$ cat src/hw/rtl/swrs_pkg.sv
// shared types and constants for the sliding window range spread block
package swrs_pkg;

  // default build values
  localparam int MaxHalfDef  = 31;
  localparam int FracBitsDef = 8;

  // fixed field and state widths, limits and reset value
  localparam int SampleW     = 16;
  localparam int HalfW       = 5;
  localparam int FracW       = 8;
  localparam int CfgW        = 8;
  localparam int CfgIdxW     = 1;
  localparam int RangeW      = 24;
  localparam int GapW        = 15;
  localparam int CntW        = 7;
  localparam int CiW         = 6;
  localparam int MaxPend     = 31;
  localparam int QDepth      = 2;
  localparam int HalfWidthRst = 1;

  // configuration register indexes
  typedef enum logic [CfgIdxW-1:0] {
    CFG_HALF_WIDTH = 1'b0,
    CFG_FRAC_PART  = 1'b1
  } cfg_idx_e;

  typedef struct packed {
    logic signed [SampleW-1:0] sample;
    logic                      frame_last;
  } item_t;

  typedef struct packed {
    logic [RangeW-1:0] range_value;
    logic [GapW-1:0]   position_gap;
    logic              result_last;
  } result_t;

  typedef struct packed {
    logic [HalfW-1:0] half_width;
    logic [FracW-1:0] frac_part;
  } cfg_t;

  // classified item handed from the front end to the back end
  typedef struct packed {
    logic signed [SampleW-1:0] sample;
    logic [CntW-1:0]           rcv_count;
    logic                      frame_last;
  } job_t;

  // back end sequencer
  typedef enum logic [3:0] {
    ST_IDLE,
    ST_CHECK,
    ST_SCAN,
    ST_LEFT_A,
    ST_LEFT_B,
    ST_RIGHT_A,
    ST_RIGHT_B,
    ST_END,
    ST_DRAIN
  } run_state_e;

  // kind of a read travelling down the compare pipeline
  typedef enum logic [1:0] {
    TAG_WIN,
    TAG_IA,
    TAG_IB,
    TAG_END
  } tag_e;

endpackage

$ cat src/hw/rtl/swrs_front.sv
// front end: accepts items, counts samples of the frame, builds jobs
module swrs_front (
  input  logic            clk_i,
  input  logic            rst_ni,
  input  logic            in_valid_i,
  output logic            in_ready_o,
  input  swrs_pkg::item_t in_data_i,
  output logic            job_valid_o,
  input  logic            job_ready_i,
  output swrs_pkg::job_t  job_o
);

  logic [swrs_pkg::CntW-1:0] rcv_q, rcv_d, rcv_inc;
  logic                      accept;

  // handshake passes straight to the queue
  assign in_ready_o  = job_ready_i;
  assign job_valid_o = in_valid_i;
  assign accept      = in_valid_i && job_ready_i;

  // saturating count of samples received in this frame
  assign rcv_inc = (rcv_q == '1) ? rcv_q : rcv_q + 1'b1;

  // job carries the sample, its count and the frame end mark
  always_comb begin
    job_o.sample     = in_data_i.sample;
    job_o.rcv_count  = rcv_inc;
    job_o.frame_last = in_data_i.frame_last;
  end

  // count restarts after the frame's last item
  always_comb begin
    rcv_d = rcv_q;
    if (accept) begin
      rcv_d = in_data_i.frame_last ? '0 : rcv_inc;
    end
  end

  always_ff @(posedge clk_i or negedge rst_ni) begin
    if (!rst_ni) begin
      rcv_q <= '0;
    end else begin
      rcv_q <= rcv_d;
    end
  end

endmodule

$ cat src/hw/rtl/swrs_queue.sv
// small job queue between front end and back end
module swrs_queue (
  input  logic           clk_i,
  input  logic           rst_ni,
  input  logic           push_valid_i,
  output logic           push_ready_o,
  input  swrs_pkg::job_t push_data_i,
  output logic           pop_valid_o,
  input  logic           pop_ready_i,
  output swrs_pkg::job_t pop_data_o
);

  localparam int IdxW = (swrs_pkg::QDepth > 1) ? $clog2(swrs_pkg::QDepth) : 1;
  localparam int FillW = $clog2(swrs_pkg::QDepth + 1);

  swrs_pkg::job_t   slot_q [swrs_pkg::QDepth];
  logic [IdxW-1:0]  wr_q, rd_q;
  logic [FillW-1:0] fill_q;
  logic             push, pop;

  assign push_ready_o = (fill_q != FillW'(swrs_pkg::QDepth));
  assign pop_valid_o  = (fill_q != '0);
  assign push         = push_valid_i && push_ready_o;
  assign pop          = pop_valid_o && pop_ready_i;
  assign pop_data_o   = slot_q[rd_q];

  // storage slots
  always_ff @(posedge clk_i) begin
    if (push) begin
      slot_q[wr_q] <= push_data_i;
    end
  end

  // pointers and fill level
  always_ff @(posedge clk_i or negedge rst_ni) begin
    if (!rst_ni) begin
      wr_q   <= '0;
      rd_q   <= '0;
      fill_q <= '0;
    end else begin
      if (push) begin
        wr_q <= (wr_q == IdxW'(swrs_pkg::QDepth - 1)) ? '0 : wr_q + 1'b1;
      end
      if (pop) begin
        rd_q <= (rd_q == IdxW'(swrs_pkg::QDepth - 1)) ? '0 : rd_q + 1'b1;
      end
      if (push && !pop) begin
        fill_q <= fill_q + 1'b1;
      end else if (pop && !push) begin
        fill_q <= fill_q - 1'b1;
      end
    end
  end

endmodule

$ cat src/hw/rtl/swrs_back.sv
// back end: delay line memory, window scan sequencer and min/max compare pipeline
module swrs_back #(
  parameter int MAX_HALF  = swrs_pkg::MaxHalfDef,
  parameter int FRAC_BITS = swrs_pkg::FracBitsDef
) (
  input  logic              clk_i,
  input  logic              rst_ni,
  input  swrs_pkg::cfg_t    cfg_i,
  input  logic              job_valid_i,
  output logic              job_ready_o,
  input  swrs_pkg::job_t    job_i,
  output logic              out_valid_o,
  input  logic              out_ready_i,
  output swrs_pkg::result_t out_data_o,
  output logic              pend_empty_o
);

  localparam int Depth      = 2 * MAX_HALF + 3;
  localparam int AW         = $clog2(Depth);
  localparam int MemDepth   = 2 ** AW;
  localparam int LW         = swrs_pkg::CntW;
  localparam int CiW        = swrs_pkg::CiW;
  localparam int SW         = swrs_pkg::SampleW;
  localparam int MaxPendEff = (MAX_HALF + 1 > swrs_pkg::MaxPend) ? swrs_pkg::MaxPend
                                                                 : MAX_HALF + 1;
  localparam int KW         = $clog2(MAX_HALF + 1) + 1;
  localparam int VW         = FRAC_BITS + 18;
  localparam int PW         = FRAC_BITS + 8;
  localparam int RXW        = (VW > swrs_pkg::RangeW) ? VW : swrs_pkg::RangeW + 1;
  localparam int GXW        = (PW > swrs_pkg::GapW) ? PW : swrs_pkg::GapW + 1;
  localparam int RangeMax   = 2 ** swrs_pkg::RangeW - 1;
  localparam int GapMax     = 2 ** swrs_pkg::GapW - 1;

  // effective configuration
  logic [swrs_pkg::HalfW-1:0]           h_eff;
  logic [FRAC_BITS+swrs_pkg::FracW-1:0] frac_ext;
  logic [FRAC_BITS-1:0]                 f_eff;
  logic                                 f_nz;
  logic [CiW-1:0]                       dly_raw, dly;
  logic [LW-1:0]                        h_w;
  logic signed [PW-1:0]                 off;

  // sequencer state
  swrs_pkg::run_state_e st_q, st_d;
  logic [AW-1:0]        ptr_q, ptr_d;
  logic [CiW-1:0]       ci_q, ci_d;
  logic [LW-1:0]        rcv_q, rcv_d;
  logic                 flast_q, flast_d;
  logic [LW-1:0]        lag_q, lag_d, idx_q, idx_d, rem_q, rem_d;
  logic signed [KW-1:0] k_q, k_d;
  logic                 use_l_q, use_l_d, use_r_q, use_r_d, em_last_q, em_last_d;

  // emission setup
  logic [LW-1:0] lag_w, left_w, lo_w, hi_w;
  logic          emit_w;

  // read issue
  logic                 iss_vld;
  swrs_pkg::tag_e       iss_kind;
  logic [LW-1:0]        iss_idx;
  logic signed [PW-1:0] iss_pos;
  logic [AW-1:0]        rd_addr, wr_addr;
  logic                 mem_we;

  // memory and compare pipeline
  logic signed [SW-1:0]  mem_q [MemDepth];
  logic signed [SW-1:0]  rdata_q, a_q, base_src;
  logic                  s1_vld_q, s2_vld_q;
  swrs_pkg::tag_e        s1_kind_q, s2_kind_q;
  logic signed [PW-1:0]  s1_pos_q, s2_pos_q;
  logic signed [SW:0]    diff_w;
  logic signed [FRAC_BITS:0] f_sgn;
  logic signed [VW-1:0]  prod_w, base_w, s2_base_q, s2_prod_q, v_w;
  logic signed [VW-1:0]  mn_q, mx_q;
  logic signed [PW-1:0]  pmn_q, pmx_q;
  logic                  first_q, lt_w, gt_w, res_done;

  // result formatting
  logic [VW-1:0]        rng_w;
  logic [RXW-1:0]       rng_x;
  logic signed [PW-1:0] gd_w;
  logic [PW-1:0]        ga_w;
  logic [GXW-1:0]       gap_x;
  logic                 out_valid_q;
  swrs_pkg::result_t    out_q;

  // configuration decode
  assign h_eff    = (cfg_i.half_width > swrs_pkg::HalfW'(MAX_HALF))
                    ? swrs_pkg::HalfW'(MAX_HALF) : cfg_i.half_width;
  assign frac_ext = (FRAC_BITS + swrs_pkg::FracW)'(cfg_i.frac_part);
  assign f_eff    = frac_ext[FRAC_BITS-1:0];
  assign f_nz     = (f_eff != '0);
  assign dly_raw  = CiW'(h_eff) + CiW'(f_nz);
  assign dly      = (dly_raw > CiW'(MaxPendEff)) ? CiW'(MaxPendEff) : dly_raw;
  assign h_w      = LW'(h_eff);
  assign off      = (PW'(h_eff) << FRAC_BITS) | PW'(f_eff);

  // window limits for the oldest pending sample
  assign lag_w  = LW'(ci_q) - LW'(1);
  assign left_w = (rcv_q > lag_w) ? rcv_q - LW'(1) - lag_w : '0;
  assign lo_w   = (h_w < left_w) ? h_w : left_w;
  assign hi_w   = (h_w < lag_w) ? h_w : lag_w;
  assign emit_w = flast_q ? (ci_q != '0) : (ci_q > dly);

  assign res_done = s2_vld_q && (s2_kind_q == swrs_pkg::TAG_END);

  // next state
  always_comb begin
    st_d = st_q;
    unique case (st_q)
      swrs_pkg::ST_IDLE: begin
        if (job_valid_i) begin
          st_d = swrs_pkg::ST_CHECK;
        end
      end
      swrs_pkg::ST_CHECK: begin
        st_d = emit_w ? swrs_pkg::ST_SCAN : swrs_pkg::ST_IDLE;
      end
      swrs_pkg::ST_SCAN: begin
        if (rem_q == '0) begin
          if (use_l_q) begin
            st_d = swrs_pkg::ST_LEFT_A;
          end else if (use_r_q) begin
            st_d = swrs_pkg::ST_RIGHT_A;
          end else begin
            st_d = swrs_pkg::ST_END;
          end
        end
      end
      swrs_pkg::ST_LEFT_A: st_d = swrs_pkg::ST_LEFT_B;
      swrs_pkg::ST_LEFT_B: begin
        st_d = use_r_q ? swrs_pkg::ST_RIGHT_A : swrs_pkg::ST_END;
      end
      swrs_pkg::ST_RIGHT_A: st_d = swrs_pkg::ST_RIGHT_B;
      swrs_pkg::ST_RIGHT_B: st_d = swrs_pkg::ST_END;
      swrs_pkg::ST_END: begin
        if (!out_valid_q) begin
          st_d = swrs_pkg::ST_DRAIN;
        end
      end
      swrs_pkg::ST_DRAIN: begin
        if (res_done) begin
          st_d = swrs_pkg::ST_CHECK;
        end
      end
      default: st_d = swrs_pkg::ST_IDLE;
    endcase
  end

  // sequencer outputs: job pop and memory reads
  always_comb begin
    job_ready_o = 1'b0;
    iss_vld     = 1'b0;
    iss_kind    = swrs_pkg::TAG_WIN;
    iss_idx     = '0;
    iss_pos     = '0;
    unique case (st_q)
      swrs_pkg::ST_IDLE: job_ready_o = 1'b1;
      swrs_pkg::ST_SCAN: begin
        iss_vld = 1'b1;
        iss_idx = idx_q;
        iss_pos = PW'(k_q) <<< FRAC_BITS;
      end
      swrs_pkg::ST_LEFT_A: begin
        iss_vld  = 1'b1;
        iss_kind = swrs_pkg::TAG_IA;
        iss_idx  = lag_q + h_w;
      end
      swrs_pkg::ST_LEFT_B: begin
        iss_vld  = 1'b1;
        iss_kind = swrs_pkg::TAG_IB;
        iss_idx  = lag_q + h_w + LW'(1);
        iss_pos  = -off;
      end
      swrs_pkg::ST_RIGHT_A: begin
        iss_vld  = 1'b1;
        iss_kind = swrs_pkg::TAG_IA;
        iss_idx  = lag_q - h_w;
      end
      swrs_pkg::ST_RIGHT_B: begin
        iss_vld  = 1'b1;
        iss_kind = swrs_pkg::TAG_IB;
        iss_idx  = lag_q - h_w - LW'(1);
        iss_pos  = off;
      end
      swrs_pkg::ST_END: begin
        iss_vld  = !out_valid_q;
        iss_kind = swrs_pkg::TAG_END;
      end
      default: ;
    endcase
  end

  // sequencer registers: pending count, frame count, window walk
  always_comb begin
    ptr_d     = ptr_q;
    ci_d      = ci_q;
    rcv_d     = rcv_q;
    flast_d   = flast_q;
    lag_d     = lag_q;
    idx_d     = idx_q;
    rem_d     = rem_q;
    k_d       = k_q;
    use_l_d   = use_l_q;
    use_r_d   = use_r_q;
    em_last_d = em_last_q;
    case (st_q)
      swrs_pkg::ST_IDLE: begin
        if (job_valid_i) begin
          ptr_d   = ptr_q + 1'b1;
          rcv_d   = job_i.rcv_count;
          flast_d = job_i.frame_last;
          ci_d    = (ci_q >= CiW'(MaxPendEff + 1)) ? ci_q : ci_q + 1'b1;
        end
      end
      swrs_pkg::ST_CHECK: begin
        if (emit_w) begin
          lag_d     = lag_w;
          idx_d     = lag_w + lo_w;
          rem_d     = lo_w + hi_w;
          k_d       = -$signed(KW'(lo_w));
          use_l_d   = f_nz && (h_w + LW'(1) <= left_w);
          use_r_d   = f_nz && (h_w + LW'(1) <= lag_w);
          em_last_d = flast_q && (ci_q == CiW'(1));
        end
      end
      swrs_pkg::ST_SCAN: begin
        idx_d = idx_q - LW'(1);
        rem_d = rem_q - LW'(1);
        k_d   = k_q + KW'(1);
      end
      swrs_pkg::ST_DRAIN: begin
        if (res_done) begin
          ci_d = ci_q - 1'b1;
        end
      end
      default: ;
    endcase
  end

  always_ff @(posedge clk_i or negedge rst_ni) begin
    if (!rst_ni) begin
      st_q    <= swrs_pkg::ST_IDLE;
      ptr_q   <= '0;
      ci_q    <= '0;
      rcv_q   <= '0;
      flast_q <= 1'b0;
    end else begin
      st_q    <= st_d;
      ptr_q   <= ptr_d;
      ci_q    <= ci_d;
      rcv_q   <= rcv_d;
      flast_q <= flast_d;
    end
  end

  always_ff @(posedge clk_i) begin
    lag_q     <= lag_d;
    idx_q     <= idx_d;
    rem_q     <= rem_d;
    k_q       <= k_d;
    use_l_q   <= use_l_d;
    use_r_q   <= use_r_d;
    em_last_q <= em_last_d;
  end

  // delay line memory: one write and one registered read per cycle
  assign mem_we  = job_valid_i && job_ready_o;
  assign wr_addr = ptr_q + 1'b1;
  assign rd_addr = ptr_q - iss_idx[AW-1:0];

  always_ff @(posedge clk_i) begin
    if (mem_we) begin
      mem_q[wr_addr] <= job_i.sample;
    end
    if (iss_vld) begin
      rdata_q <= mem_q[rd_addr];
    end
  end

  // stage 1: latch interpolation base, multiply slope by fraction
  assign diff_w   = (SW + 1)'(rdata_q) - (SW + 1)'(a_q);
  assign f_sgn    = {1'b0, f_eff};
  assign prod_w   = VW'(diff_w) * VW'(f_sgn);
  assign base_src = (s1_kind_q == swrs_pkg::TAG_IB) ? a_q : rdata_q;
  assign base_w   = VW'(base_src) <<< FRAC_BITS;

  always_ff @(posedge clk_i or negedge rst_ni) begin
    if (!rst_ni) begin
      s1_vld_q <= 1'b0;
      s2_vld_q <= 1'b0;
    end else begin
      s1_vld_q <= iss_vld;
      s2_vld_q <= s1_vld_q && (s1_kind_q != swrs_pkg::TAG_IA);
    end
  end

  always_ff @(posedge clk_i) begin
    s1_kind_q <= iss_kind;
    s1_pos_q  <= iss_pos;
    if (s1_vld_q && (s1_kind_q == swrs_pkg::TAG_IA)) begin
      a_q <= rdata_q;
    end
    s2_kind_q <= s1_kind_q;
    s2_pos_q  <= s1_pos_q;
    s2_base_q <= base_w;
    s2_prod_q <= (s1_kind_q == swrs_pkg::TAG_IB) ? prod_w : '0;
  end

  // stage 2: point value and strict compares
  assign v_w  = s2_base_q + s2_prod_q;
  assign lt_w = (v_w < mn_q);
  assign gt_w = (v_w > mx_q);

  always_ff @(posedge clk_i or negedge rst_ni) begin
    if (!rst_ni) begin
      first_q <= 1'b1;
    end else if (s2_vld_q) begin
      first_q <= (s2_kind_q == swrs_pkg::TAG_END);
    end
  end

  always_ff @(posedge clk_i) begin
    if (s2_vld_q) begin
      unique case (s2_kind_q)
        swrs_pkg::TAG_WIN: begin
          if (first_q || lt_w) begin
            mn_q  <= v_w;
            pmn_q <= s2_pos_q;
          end
          if (first_q || gt_w) begin
            mx_q  <= v_w;
            pmx_q <= s2_pos_q;
          end
        end
        swrs_pkg::TAG_IB: begin
          if (lt_w) begin
            mn_q  <= v_w;
            pmn_q <= s2_pos_q;
          end else if (gt_w) begin
            mx_q  <= v_w;
            pmx_q <= s2_pos_q;
          end
        end
        default: ;
      endcase
    end
  end

  // range and position gap with saturation
  assign rng_w = mx_q - mn_q;
  assign rng_x = RXW'(rng_w);
  assign gd_w  = pmx_q - pmn_q;
  assign ga_w  = (gd_w < 0) ? -gd_w : gd_w;
  assign gap_x = GXW'(ga_w);

  // output register
  always_ff @(posedge clk_i or negedge rst_ni) begin
    if (!rst_ni) begin
      out_valid_q <= 1'b0;
    end else if (res_done) begin
      out_valid_q <= 1'b1;
    end else if (out_ready_i) begin
      out_valid_q <= 1'b0;
    end
  end

  always_ff @(posedge clk_i) begin
    if (res_done) begin
      out_q.range_value  <= (rng_x > RXW'(RangeMax)) ? swrs_pkg::RangeW'(RangeMax)
                                                     : rng_x[swrs_pkg::RangeW-1:0];
      out_q.position_gap <= (gap_x > GXW'(GapMax)) ? swrs_pkg::GapW'(GapMax)
                                                   : gap_x[swrs_pkg::GapW-1:0];
      out_q.result_last  <= em_last_q;
    end
  end

  assign out_valid_o  = out_valid_q;
  assign out_data_o   = out_q;
  assign pend_empty_o = (ci_q == '0);

endmodule

$ cat src/hw/rtl/sliding_window_range_spread.sv
// sliding window range spread top; a result leaves after the item that releases it is taken,
//   once the N samples of its clipped window and any interpolated points have been scanned
// the scan is paced by the single read port of the delay line memory: one sample per cycle
// the back end takes a new item only after it has computed every result that item releases;
//   at H=31 the right point drops out; the frame's last item releases every pending result
// reset: async, clears control, counts and config (half width 1, fraction 0); no memory sweep
module sliding_window_range_spread #(
  parameter int MAX_HALF  = swrs_pkg::MaxHalfDef,
  parameter int FRAC_BITS = swrs_pkg::FracBitsDef
) (
  input  logic                         clk_i,
  input  logic                         rst_ni,
  input  logic                         cfg_we_i,
  input  logic [swrs_pkg::CfgIdxW-1:0] cfg_idx_i,
  input  logic [swrs_pkg::CfgW-1:0]    cfg_data_i,
  input  logic                         in_valid_i,
  output logic                         in_ready_o,
  input  swrs_pkg::item_t              in_data_i,
  output logic                         out_valid_o,
  input  logic                         out_ready_i,
  output swrs_pkg::result_t            out_data_o
);

  localparam int GapRaw   = 2 * (MAX_HALF * (2 ** FRAC_BITS) + (2 ** FRAC_BITS) - 1);
  localparam int GapSat   = 2 ** swrs_pkg::GapW - 1;
  localparam int GapBound = (GapRaw > GapSat) ? GapSat : GapRaw;

  swrs_pkg::cfg_t cfg_q;
  logic           fj_valid, fj_ready, bj_valid, bj_ready, pend_empty;
  swrs_pkg::job_t fj_data, bj_data;

  // configuration registers
  always_ff @(posedge clk_i or negedge rst_ni) begin
    if (!rst_ni) begin
      cfg_q.half_width <= swrs_pkg::HalfW'(swrs_pkg::HalfWidthRst);
      cfg_q.frac_part  <= '0;
    end else if (cfg_we_i) begin
      unique case (swrs_pkg::cfg_idx_e'(cfg_idx_i))
        swrs_pkg::CFG_HALF_WIDTH: cfg_q.half_width <= cfg_data_i[swrs_pkg::HalfW-1:0];
        swrs_pkg::CFG_FRAC_PART:  cfg_q.frac_part  <= cfg_data_i[swrs_pkg::FracW-1:0];
        default: ;
      endcase
    end
  end

  // item intake
  swrs_front u_front (
    .clk_i       (clk_i),
    .rst_ni      (rst_ni),
    .in_valid_i  (in_valid_i),
    .in_ready_o  (in_ready_o),
    .in_data_i   (in_data_i),
    .job_valid_o (fj_valid),
    .job_ready_i (fj_ready),
    .job_o       (fj_data)
  );

  // job queue
  swrs_queue u_queue (
    .clk_i        (clk_i),
    .rst_ni       (rst_ni),
    .push_valid_i (fj_valid),
    .push_ready_o (fj_ready),
    .push_data_i  (fj_data),
    .pop_valid_o  (bj_valid),
    .pop_ready_i  (bj_ready),
    .pop_data_o   (bj_data)
  );

  // window scan and result
  swrs_back #(
    .MAX_HALF  (MAX_HALF),
    .FRAC_BITS (FRAC_BITS)
  ) u_back (
    .clk_i        (clk_i),
    .rst_ni       (rst_ni),
    .cfg_i        (cfg_q),
    .job_valid_i  (bj_valid),
    .job_ready_o  (bj_ready),
    .job_i        (bj_data),
    .out_valid_o  (out_valid_o),
    .out_ready_i  (out_ready_i),
    .out_data_o   (out_data_o),
    .pend_empty_o (pend_empty)
  );

  // positions never lie further apart than the widest window allows
  a_gap_bound: assert property (@(posedge clk_i) disable iff (!rst_ni)
    out_valid_o |-> (32'(out_data_o.position_gap) <= GapBound))
    else $error("position gap beyond window width");

  // flat window keeps the first point for both extremes
  a_flat_gap: assert property (@(posedge clk_i) disable iff (!rst_ni)
    (out_valid_o && (out_data_o.range_value == '0)) |-> (out_data_o.position_gap == '0))
    else $error("zero range with nonzero gap");

  // frame end result only once nothing is left pending
  a_last_flush: assert property (@(posedge clk_i) disable iff (!rst_ni)
    ($rose(out_valid_o) && out_data_o.result_last) |-> pend_empty)
    else $error("frame end result while samples still pending");

endmodule

$ cat config.mk
export PLATFORM = sky130hd
export DESIGN_NAME = sliding_window_range_spread
export DESIGN_NICKNAME = d
export VERILOG_FILES = /design/src/hw/rtl/swrs_pkg.sv /design/src/hw/rtl/swrs_front.sv /design/src/hw/rtl/swrs_queue.sv /design/src/hw/rtl/swrs_back.sv /design/src/hw/rtl/sliding_window_range_spread.sv
export SDC_FILE = /design/constraint.sdc
export NUM_CORES = 2
export LEC_CHECK = 0
export ABC_CLOCK_PERIOD_IN_PS = 10000
export BUFFER_PORTS_ARGS = -buffer_cell sky130_fd_sc_hd__buf_2
export CAP_MARGIN = 25
export CORE_MARGIN = 3
export CORE_UTILIZATION = 45
export CTS_CLUSTER_SIZE = 30
export DETAILED_ROUTE_END_ITERATION = 12
export PLACE_DENSITY = 0.65
export SLEW_MARGIN = 10
export SYNTH_ARGS = -nofsm -noshare
export SYNTH_HDL_FRONTEND = slang
export SYNTH_HIERARCHICAL = 1
export SYNTH_SLANG_ARGS = --single-unit
export TNS_END_PERCENT = 5
$ cat constraint.sdc
create_clock -name clk_i -period 10 [get_ports clk_i]
set_clock_uncertainty 0.2 [all_clocks]
set_input_delay 0.5 -clock clk_i [delete_from_list [all_inputs] [get_ports clk_i]]
set_output_delay 0.5 -clock clk_i [all_outputs]
set_load 0.005 [all_outputs]
==> metrics list <==
- Number of buffers inserted to repair setup after CTS: 0
- The die is 490 um wide.
- Summing all multi-input logic gate instances after layout gives 0.0316 mm^2.
* Global route hottest layer: met2
- Max Slew Vio Count: 0
* Initial antenna violation count: 5
- Data arrives at the worst endpoint at 8.47 ns.
* Area of the mapped netlist: between 0.1 and 0.15 mm^2
* Total of max-cap violations: 0
* Clock network latency to the later pin of the worst-skew pair: about 0.9 ns
- Vias per cell: 5.72
- The root buffer cell chosen for the clock tree is sky130_fd_sc_hd__clkbuf_16.
* Routing usage on met2: 0.328
- STA puts the critical path data required time at 10.55 ns.
* Min Tclk post-route: 7.92 ns
- Area delta synth->final: 12.5%
- Crit path largest cell delay: 0.76 ns
* Leading cell type in the layout, fill and taps excluded: sky130_fd_sc_hd__edfxtp_1
- Clock tree synthesis found a total of 2413 sinks.
* Register bit total from synthesis: between 2000 and 2500
- For this run, global-route usage on met1 was measured as 0.278.
- Clock tree from TritonCTS: done
- H-tree level count: 4
* Starting DRT DRC Count: 5631
* Number of flops mapped to enable cells by yosys: between 2000 and 2500
- Detailed-router iteration count before antenna repair: 5
- Number of failing setup endpoints in the final timing report: 0
* Bufs on Longest Clock Path: 3
- Of the available clock period, the critical path in the final layout requires 0.792.
- The run finished with clean final reports.
* Top-level port count: 73
- The initial utilization of the core area, before any placement, comes to 0.453.
* Classification of the worst-slack hold path: flop to flop
- The routed layout has 54900 vias.
* Sequential standard cell area: 0.0714 mm^2
- For met3 alone, demand over resource in global routing was 0.0319.
- Crit path max-delay family: adder cells
* Reg-to-reg setup timing slack: 2.08 ns
* Xor-xnor portion of the synthesized cell area: 0.0149
- The floorplan step defined a die boundary enclosing 0.240 mm^2.
- Final Hold Fails: 0
- In the global route stage, overall resource usage came out at 0.200.
- CTS clk-pin slew, worst paths: about 0.060 ns
* Commonest cells after routing, fill and taps aside: sky130_fd_sc_hd__edfxtp_1 (2282), sky130_fd_sc_hd__mux4_2 (580), sky130_fd_sc_hd__nand2_1 (314), sky130_fd_sc_hd__inv_1 (313), sky130_fd_sc_hd__nor2_1 (266)
- Pin count of the biggest net entering global routing: 99
- Remaining max-slew budget at the tightest pin: 0.302
* Critical path peak fanout: 10
- The layout has between 15000 and 20000 filler cells.
- Among all flip-flop cells after synthesis, the most frequent one is sky130_fd_sc_hd__edfxtp_1.
* Bufs and invs on worst path: 4
- Core Box Area: around 0.23 mm^2
- Remaining global-route overflow: 0
- Post-detailed-placement half-perimeter wirelength: 148 mm
- At the end of routability-driven placement, the weighted congestion stood at 0.839.
* Slew of the pin with the lowest slew margin: 1.04 ns
* Ys async rst share: 0.0220
- Fin Setup TNS: 0 ns
- The worst setup path is of the flop to flop kind.
- Average wire per cell in the routed design: 25.1 um
* Number of buffers created by CTS: 239
- Number of placement rows: between 150 and 200
- Number of different library cells in the post-synthesis netlist: about 100
- Fraction of final layout cells sized beyond drive strength 1: 0.213
- Synthesis Warnings: 6
- Post-route DRC violation count: 0
- On the critical path, the stage with the largest delay is an instance of sky130_fd_sc_hd__o41ai_2.
* Final net count: 6669
- Top cell by count, worst path: sky130_fd_sc_hd__fa_1
* Remaining antenna violation count: 0
* Post-synthesis average cell area: 17.7 um^2
* Dominant combinational cell family by area after synthesis: multiplexers
- After synthesis, the share of cell area in mux cells is 0.146.
- Total detailed-routing wirelength: 242 mm
- STA classifies the critical path endpoint as a flop.
* Synthesized-area fraction occupied by and/or/nand/nor cells: 0.0441
- Of the synthesized area, sequential elements account for 0.677.
- Critical Path Source Type: flop
- Fmax: 126 MHz
- Synth Area in Adders: 0.0532
* Via count of the first global-routing pass: 56100
- Number of input and output port buffers inserted: 72
- Fraction of the mapped netlist area in compound gates: 0.0405
- Global-route wire length before repair: between 300 and 400 mm
- Setup repair after global routing missed its margin: false
- Synthesis produced a little under 6000 cells.
- From bottom edge to top edge, the die measures about 500 um.
[repair_timing]
| item | CTS | global route |
|---|---|---|
| hold buffers | 35 | 0 |
| hold endpoints to repair | 115 | 0 |
| resized for setup | 0 | 0 |
[per-layer routing]
layer  vias to the layer above  part of all wire
met5                         -                 0
met4                         0             0.030
met3                       389             0.063
met2                      1859              0.49
met1                     28700              0.42
li1                      24000                 -
[path summary, 6_finish.rpt]
check | start | endpoint | depth (start not counted)
min in group asynchronous | rst_ni | u_front/rcv_q[1] | 3
min | u_back/s1_pos_q[9] | u_back/s2_pos_q[9] | 0
max | u_back/rdata_q[0] | u_back/s2_prod_q[25] | 28
min reg2reg | u_back/s1_pos_q[9] | u_back/s2_pos_q[9] | 0
max in group asynchronous | rst_ni | cfg_q[7] | 3
max reg2reg | u_back/rdata_q[0] | u_back/s2_prod_q[25] | 28
[final cells by class]
class	instances	area share
repair buffers	329	0.0221
multi-input cells	2962	0.267
inverters	315	0.00996
diodes	2	0.0000422
clock inverters	156	0.0133
well taps	3132	0.0330
flip-flops and latches	2413	0.602
clock buffers	296	0.0534
[state kept, by name, indices dropped and copies added (netlist names), 26 cells and up]
| name | cells |
|---|---|
| u_back/out_data_o | 40 |
| u_back/mn_q | 26 |
| u_back/s2_prod_q | 26 |
| u_back/mem_q | 2048 |
| u_back/mx_q | 26 |
| u_queue/slot_q | 48 |
[cells in the mapped netlist (50+ instances only)]
library cell                  n  share of area
sky130_fd_sc_hd__dfrtp_1     51          0.012
sky130_fd_sc_hd__inv_1      314          0.011
sky130_fd_sc_hd__buf_2       61         0.0029
sky130_fd_sc_hd__and2_1      75         0.0044
sky130_fd_sc_hd__xor2_1      66         0.0055
sky130_fd_sc_hd__a21oi_1    128         0.0061
sky130_fd_sc_hd__a21o_1      59         0.0042
sky130_fd_sc_hd__nor2_1     267         0.0095
sky130_fd_sc_hd__o21ai_0    180         0.0085
sky130_fd_sc_hd__mux2_2      81         0.0086
sky130_fd_sc_hd__clkbuf_1   134         0.0048
sky130_fd_sc_hd__nand2_1    314          0.011
sky130_fd_sc_hd__xnor2_1    109         0.0091
sky130_fd_sc_hd__nand3_1     50         0.0024
sky130_fd_sc_hd__mux2i_1    114          0.011
sky130_fd_sc_hd__mux4_2     580           0.12
sky130_fd_sc_hd__edfxtp_1  2282           0.65
sky130_fd_sc_hd__ha_1       260          0.031
sky130_fd_sc_hd__dfxtp_1     78          0.015
sky130_fd_sc_hd__fa_1       118          0.022
[through the flow]
| step | instance area (um^2) | std cells | utilization | worst slack [ns] | hold slack [ns] |
|---|---|---|---|---|---|
| floorplan | 105000 | 5958 | - | 2.66 | 0.00441 |
| global placement | 110000 | 9105 | 0.474 | 2.27 | 0.111 |
| detailed placement | 110000 | 9107 | 0.474 | 2.12 | 0.112 |
| CTS | 119000 | 9594 | 0.509 | 2.06 | 0.0623 |
| global route | 119000 | 9604 | 0.510 | 1.42 | 0.108 |
| finish | 119000 | 9605 | 0.510 | 2.08 | 0.100 |
[cell families after synthesis]
kind of cell    after synthesis
flops                      2413
simple gates                974
mux                         795
compound gates              634
buf+inv                     583
fa+ha+maj                   378
xor+xnor                    177
other cells                   2
Power is not shown: default switching activity piles up to over one toggle a cycle in this logic, so the estimate is an artifact.
